`src/sv/ptts_pkg.sv`:
```
package ptts_pkg;

    localparam int OP_W    = 3;
    localparam int SLOT_W  = 4;
    localparam int CNT_W   = 16;
    localparam int SUS_W   = 8;
    localparam int MASK_W  = 8;

    typedef enum logic [OP_W-1:0] {
        OP_TICK    = 3'd0,
        OP_CREATE  = 3'd1,
        OP_DELETE  = 3'd2,
        OP_SUSPEND = 3'd3,
        OP_RESUME  = 3'd4,
        OP_QUERY   = 3'd5
    } opcode_t;

    typedef enum logic [1:0] {
        MODE_EMPTY     = 2'd0,
        MODE_READY     = 2'd1,
        MODE_RUNNING   = 2'd2,
        MODE_SUSPENDED = 2'd3
    } mode_t;

    typedef enum logic [1:0] {
        ST_OK    = 2'd0,
        ST_TAKEN = 2'd1,
        ST_RANGE = 2'd2,
        ST_EMPTY = 2'd3
    } status_t;

    // Request travelling down the slot chain, gathering its result on the way
    typedef struct packed {
        logic              valid;
        opcode_t           op;
        logic [SLOT_W-1:0] slot;
        logic [CNT_W-1:0]  period;
        logic [CNT_W-1:0]  first_delay;
        logic [SUS_W-1:0]  suspend_time;
        status_t           status;
        mode_t             task_state;
        logic [MASK_W-1:0] fire_mask;
    } pkt_t;

endpackage

```
`src/sv/ptts_cell.sv`:
```
module ptts_cell #(
    parameter int INDEX = 0
) (
    input  logic          clk,
    input  logic          rst_n,
    input  logic          advance,
    input  ptts_pkg::pkt_t pkt_in,
    output ptts_pkg::pkt_t pkt_out
);
    import ptts_pkg::*;

    // Fire bit of this slot; slots from eight upward have none
    localparam logic [MASK_W-1:0] FIRE_BIT = MASK_W'(1 << INDEX);

    mode_t             mode_reg, mode_next;
    logic [CNT_W-1:0]  cnt_reg, cnt_next;
    logic [CNT_W-1:0]  per_reg, per_next;
    logic [SUS_W-1:0]  sus_reg, sus_next;
    pkt_t              pkt_reg, pkt_next;
    logic              hit;

    // Act on the request passing this slot
    always_comb
    begin
        mode_next = mode_reg;
        cnt_next  = cnt_reg;
        per_next  = per_reg;
        sus_next  = sus_reg;
        pkt_next  = pkt_in;
        hit       = (pkt_in.slot == SLOT_W'(INDEX));
        if (pkt_in.valid)
        begin
            case (pkt_in.op)
                OP_TICK:
                begin
                    case (mode_reg)
                        MODE_READY:
                        begin
                            if (cnt_reg == '0)
                            begin
                                pkt_next.fire_mask = pkt_in.fire_mask | FIRE_BIT;
                                mode_next = MODE_RUNNING;
                                cnt_next  = per_reg;
                            end
                            else
                            begin
                                cnt_next = cnt_reg - 1'b1;
                            end
                        end
                        MODE_RUNNING:
                        begin
                            if (cnt_reg == '0)
                                mode_next = MODE_READY;
                            else
                                cnt_next = cnt_reg - 1'b1;
                        end
                        MODE_SUSPENDED:
                        begin
                            if (sus_reg == '0)
                                mode_next = MODE_READY;
                            else
                                sus_next = sus_reg - 1'b1;
                        end
                        default:
                        begin
                        end
                    endcase
                end
                OP_CREATE:
                begin
                    if (hit)
                    begin
                        if (mode_reg != MODE_EMPTY)
                        begin
                            pkt_next.status = ST_TAKEN;
                        end
                        else
                        begin
                            per_next  = pkt_in.period;
                            cnt_next  = pkt_in.first_delay;
                            sus_next  = '0;
                            mode_next = MODE_READY;
                        end
                    end
                end
                OP_DELETE:
                begin
                    if (hit)
                    begin
                        mode_next = MODE_EMPTY;
                        cnt_next  = '0;
                        per_next  = '0;
                        sus_next  = '0;
                    end
                end
                OP_SUSPEND:
                begin
                    if (hit)
                    begin
                        if (mode_reg == MODE_EMPTY)
                        begin
                            pkt_next.status = ST_EMPTY;
                        end
                        else
                        begin
                            mode_next = MODE_SUSPENDED;
                            sus_next  = pkt_in.suspend_time;
                        end
                    end
                end
                OP_RESUME:
                begin
                    if (hit)
                    begin
                        if (mode_reg == MODE_EMPTY)
                            pkt_next.status = ST_EMPTY;
                        else
                            mode_next = MODE_READY;
                    end
                end
                OP_QUERY:
                begin
                    if (hit)
                    begin
                        if (mode_reg == MODE_EMPTY)
                            pkt_next.status = ST_EMPTY;
                        else
                            pkt_next.task_state = mode_reg;
                    end
                end
                default:
                begin
                end
            endcase
        end
    end

    // Hold everything while the chain is stalled
    always_ff @(posedge clk or negedge rst_n)
    begin
        if (!rst_n)
        begin
            mode_reg <= MODE_EMPTY;
            cnt_reg  <= '0;
            per_reg  <= '0;
            sus_reg  <= '0;
            pkt_reg  <= '0;
        end
        else if (advance)
        begin
            mode_reg <= mode_next;
            cnt_reg  <= cnt_next;
            per_reg  <= per_next;
            sus_reg  <= sus_next;
            pkt_reg  <= pkt_next;
        end
    end

    assign pkt_out = pkt_reg;

endmodule

```
`src/sv/periodic_task_tick_scheduler.sv`:
```
// Periodic task tick scheduler.
// Input channel (in_valid/in_ready) takes one request: opcode, slot, period,
// first_delay, suspend_time. Output channel (out_valid/out_ready) returns one
// result per request: status, task_state, fire_mask.
// Each task slot lives in its own cell; the cells form a chain and a request
// walks down it one cell per cycle unless the chain is frozen (see below), so
// every slot sees every request. A tick updates all slots as it passes; other
// opcodes act only in the addressed cell. The result passes through the entry
// register, each cell's register and the output register before it is valid.
// Only one request is in flight at a time; in_ready rises again once the
// result sits in the output register, so a new request is taken while that
// result still waits.
// If the receiver stalls with a result still held, a finished request at the
// chain's end freezes the whole chain until the output register frees up.
// Reset clears every slot to empty and drops any request in flight.
module periodic_task_tick_scheduler #(
    parameter int TASK_SLOTS = 8
) (
    input  logic                          clk,
    input  logic                          rst_n,
    input  logic                          in_valid,
    output logic                          in_ready,
    input  logic [ptts_pkg::OP_W-1:0]     opcode,
    input  logic [ptts_pkg::SLOT_W-1:0]   slot,
    input  logic [ptts_pkg::CNT_W-1:0]    period,
    input  logic [ptts_pkg::CNT_W-1:0]    first_delay,
    input  logic [ptts_pkg::SUS_W-1:0]    suspend_time,
    output logic                          out_valid,
    input  logic                          out_ready,
    output logic [1:0]                    status,
    output logic [1:0]                    task_state,
    output logic [ptts_pkg::MASK_W-1:0]   fire_mask
);
    import ptts_pkg::*;

    pkt_t    chain [TASK_SLOTS+1];
    pkt_t    entry_reg, entry_next;
    pkt_t    exit_pkt;
    logic    busy_reg, busy_next;
    logic    out_valid_reg, out_valid_next;
    status_t status_reg, status_next;
    mode_t   state_reg, state_next;
    logic [MASK_W-1:0] mask_reg, mask_next;
    logic    accept;
    logic    advance;
    opcode_t op_in;
    logic    slot_range;

    assign exit_pkt = chain[TASK_SLOTS];
    assign in_ready = !busy_reg;
    assign accept   = in_valid && in_ready;
    // Freeze the chain while a finished request cannot leave
    assign advance  = !(exit_pkt.valid && out_valid_reg && !out_ready);
    assign op_in    = opcode_t'(opcode);
    assign slot_range = (op_in != OP_TICK) && (opcode <= OP_QUERY)
                        && (32'(slot) >= TASK_SLOTS);

    // Load a new request into the chain entry
    always_comb
    begin
        entry_next = entry_reg;
        if (accept)
        begin
            entry_next.valid        = 1'b1;
            entry_next.op           = op_in;
            entry_next.slot         = slot;
            entry_next.period       = period;
            entry_next.first_delay  = first_delay;
            entry_next.suspend_time = suspend_time;
            entry_next.status       = slot_range ? ST_RANGE : ST_OK;
            entry_next.task_state   = MODE_EMPTY;
            entry_next.fire_mask    = '0;
        end
        else if (advance)
        begin
            entry_next.valid = 1'b0;
        end
    end

    // Capture the result at the chain end and track the busy flag
    always_comb
    begin
        busy_next      = busy_reg;
        out_valid_next = out_valid_reg;
        status_next    = status_reg;
        state_next     = state_reg;
        mask_next      = mask_reg;
        if (accept)
            busy_next = 1'b1;
        if (exit_pkt.valid && advance)
        begin
            busy_next      = 1'b0;
            out_valid_next = 1'b1;
            status_next    = exit_pkt.status;
            state_next     = exit_pkt.task_state;
            mask_next      = exit_pkt.fire_mask;
        end
        else if (out_ready)
        begin
            out_valid_next = 1'b0;
        end
    end

    always_ff @(posedge clk or negedge rst_n)
    begin
        if (!rst_n)
        begin
            entry_reg     <= '0;
            busy_reg      <= 1'b0;
            out_valid_reg <= 1'b0;
        end
        else
        begin
            entry_reg     <= entry_next;
            busy_reg      <= busy_next;
            out_valid_reg <= out_valid_next;
        end
    end

    always_ff @(posedge clk)
    begin
        status_reg <= status_next;
        state_reg  <= state_next;
        mask_reg   <= mask_next;
    end

    assign chain[0] = entry_reg;

    // Build the slot chain
    for (genvar i = 0; i < TASK_SLOTS; i++)
    begin : g_cell
        ptts_cell #(
            .INDEX (i)
        ) u_cell (
            .clk     (clk),
            .rst_n   (rst_n),
            .advance (advance),
            .pkt_in  (chain[i]),
            .pkt_out (chain[i+1])
        );
    end

    assign out_valid  = out_valid_reg;
    assign status     = status_reg;
    assign task_state = state_reg;
    assign fire_mask  = mask_reg;

endmodule

```
`config.mk`:
```
export PLATFORM = sky130hd
export DESIGN_NAME = periodic_task_tick_scheduler
export DESIGN_NICKNAME = d
export VERILOG_FILES = /design/src/sv/ptts_pkg.sv /design/src/sv/ptts_cell.sv /design/src/sv/periodic_task_tick_scheduler.sv
export SDC_FILE = /design/constraint.sdc
export NUM_CORES = 2
export LEC_CHECK = 0
export BUFFER_PORTS_ARGS = -buffer_cell sky130_fd_sc_hd__buf_2
export CAP_MARGIN = 20
export CORE_AREA = 2 2 296 298
export DETAILED_ROUTE_END_ITERATION = 8
export DIE_AREA = 0 0 298 300
export GPL_TIMING_DRIVEN = 0
export PLACE_DENSITY_LB_ADDON = 0.3
export SLEW_MARGIN = 25
export SYNTH_ARGS = -nofsm -noshare
export SYNTH_HDL_FRONTEND = slang
export SYNTH_SLANG_ARGS = --single-unit
export TNS_END_PERCENT = 1
```
`constraint.sdc`:
```
create_clock -name clk -period 4.4 [get_ports clk]
set_input_delay 0.22 -clock clk [delete_from_list [all_inputs] [get_ports clk]]
set_output_delay 0.22 -clock clk [all_outputs]
set_load 0.03 [all_outputs]
```
==> flow_summary.yaml <==
route:
  vias_per_cell: 5.65
  drc: 0
  drt_iter0_drc: 3174
  vias: 33500
  wl_per_cell_um: 19.4
  totalWireLength_um: 115000
  antenna_left: 0
  firstDrtPassIters: 6
layout:
  layout_commonest_cell: "nand2_1"
  largest_register_ff_count: 405
  area_growth_pct: 13.8
  fillCellCount: 8276
  final_cell_mix: "1559 x nand2_1, 792 x dfrtp_1, 332 x o21ai_0"
  stdcell_count: 5938
  register_area_um2: 20200
  multi_input_area_um2: 17100
  final_core_util: 0.509
  drive_gt1_frac: 0.0717
  fin_nets: 4790
worst_setup_path:
  crit_top_cell: "clkbuf_1"
  cp_top_family: "buffers and inverters"
  slowest_stage: "clkbuf_1"
  critical_path.max_fanout: 10
  crit_path_start_kind: "register"
  crit_required_ns: 4.98
  crit_chain: "and3b_1 -> clkbuf_1 -> clkbuf_1 -> clkbuf_1 -> clkbuf_1 -> nand2_1 -> nand2_1"
  worstSetupPathType: "register to register"
  r2r_slack_ns: 0.82
  path_buf_inv: 4
  worst_ep_arrival_time_ns: 4.16
  endpoint_kind: "register"
  cpPeakStageDelay_ns: 0.80
floorplan:
  core_um2: 86200
  io_pins: 65
  die-area_um2: 89400
  die_y_um: 300
  start_util: 0.448
  std_cell_rows: 108
  die_w_um: 298
sta:
  tns_ns: 0
  hold_viol_final: 0
  clock_skew_ns: 0.0214
  finalCritPeriodShare: 0.814
  setup_viol: 0
  worst_slack_ns: 0.820
  fmax_mhz: 279
  slew-limit-headroom: 0.248
  rsz0062_at_grt: "false"
  period_minus_slack_ns: 3.58
  timing_worst_slew_pin_value_ns: 1.12
  report.final.slew_viol_count: 0
synth:
  syn_inst: 4506
  synth_top_area_share: 0.513
  syn_nets: 4583
  yosysWarnings: 0
  async_flop_share: 0.985
  synthTopCellsByArea: "dfrtp_1 51%, nand2_1 15%, o21ai_0 4.3%"
  ys_ff_latch: 804
  ys_seq_area_frac: 0.523
  avgSynthCellArea_um2: 8.57
  synth_ff_type: "dfrtp_1"
  synth_edf_count: 12
  synth_top_area_cell: "dfrtp_1"
  synth_area_um2: 38600
  ys_types: 97
cts:
  cts_hold_buf: 50
  htreeDepth: 3
  root_buffer: "clkbuf_16"
  cts-buffers-inserted: 84
  clock-sinks: 804
  clock_latency_ns: 0.66
  cts_resized: 0
  cts.clk_slew.worst_paths_ns: 0.06
  cts_buffer_depth: 3
  cts_setup_buffers: 0
  cts_tree: "built"
placed_design:
  dp_slack_ns: 0.926
  portBuffers: 64
  dp.cells: 5732
  gp_congestion: 0.928
  hpwlAfterDp_um: 83600
outcome:
  status: "completed"
grt:
  overflow: 0
  grt_max_degree: 126
  groute.usage.overall: 0.257
  grt_pass1_wl_um: 183000
  grt_antenna_before_repair: 0
  grt_pass1_vias: 32200
power_and_ir_drop:
  leakage_nw: 20.1
  p_total_mw: 31.2
  ir_worst_vdd_mv: 0.400
  cellPowerDensity_nw_per_um2: 710
worst_hold_path:
  hp-class: "input pin to asynchronous set/reset pin"
flow_run:
  drv_cap: 0
layer usage:
metal  up-vias  GRT usage  share of wire
met2      1129      0.424           0.48
li1      15800          -              -
met5         -          0              0
met1     16300      0.342           0.43
met4         0      0.107          0.043
met3       275     0.0354          0.056
power by group:
part / switching (mW) / leakage [nW] / internal [mW] / total [mW]
Combinational: 6.41 / 8.72 / 3.90 / 10.3
Clock: 3.10 / 1.39 / 4.22 / 7.31
Sequential: 3.22 / 9.99 / 10.3 / 13.6
cell usage after synthesis (26+ instances only):
| library cell | instances |
|---|---|
| nand2_1 | 1559 |
| dfrtp_1 | 792 |
| o21ai_0 | 332 |
| nor2_1 | 260 |
| clkbuf_1 | 227 |
| a21oi_1 | 172 |
| nand3_1 | 101 |
| nor3_1 | 95 |
| a31oi_1 | 77 |
| inv_1 | 71 |
| o211ai_1 | 67 |
| mux2_2 | 51 |
| nand2b_1 | 40 |
| nor4_1 | 40 |
| xnor2_1 | 39 |
| or3_1 | 34 |
| xor2_1 | 32 |
| a22oi_1 | 31 |
| a22o_1 | 29 |
| a32oi_1 | 26 |
| ha_1 | 26 |
cell type report:
cell class / instances / area share
buffer: 272 / 0.0246
inverter: 72 / 0.00615
clock buffer: 116 / 0.0540
tap: 1155 / 0.0329
timing repair buffer: 121 / 0.0234
clock inverter: 39 / 0.0105
multi-input combinational: 3358 / 0.389
antenna: 1 / 0.0000570
sequential: 804 / 0.459
stage by stage:
stage | hold slack, ns | instance area, um^2
finish | 0.0999 | 43900
global route | 0.157 | 43900
CTS | 0.128 | 43900
detailed placement | 0.198 | 40600
global placement | 0.434 | 40400
floorplan | -0.0756 | 38600
cell families (layout without fill, tap and decap cells):
group                      count (synthesis)  count (layout)  share of synthesized area
AOI/OAI and AO/OA                        900             900                      0.145
other                                      0               1                          0
adders and majority gates                 26              26                    0.00843
xor gates and xnor gates                  71              71                     0.0161
muxes                                     65              65                     0.0185
DFF                                      804             804                      0.523
buffers and inverters                    344             620                     0.0350
and+or+nand+nor                         2296            2296                      0.254
worst paths after layout:
check / depth (start not counted) / to / from
hold reg to reg: 0 / status[0] / g_cell[7].u_cell.pkt_out[10]
setup / recovery: 7 / g_cell[1].u_cell.pkt_out[19] / out_valid
hold / removal: 2 / g_cell[7].u_cell.sus_reg[4] / rst_n
max in group asynchronous: 4 / g_cell[0].u_cell.pkt_out[38] / rst_n
min in group clk: 3 / chain[519] / period[3]
setup reg to reg: 7 / g_cell[1].u_cell.pkt_out[19] / out_valid
worst register-to-register path, cell delays in order, from the launching register on:
cell and delay [ns]:
dfrtp_1 0.40, and3b_1 0.17, clkbuf_1 0.62, clkbuf_1 0.52, clkbuf_1 0.76, clkbuf_1 0.80, nand2_1 0.14, nand2_1 0.09
No activity file was read; power rests on OpenSTA's default activity.
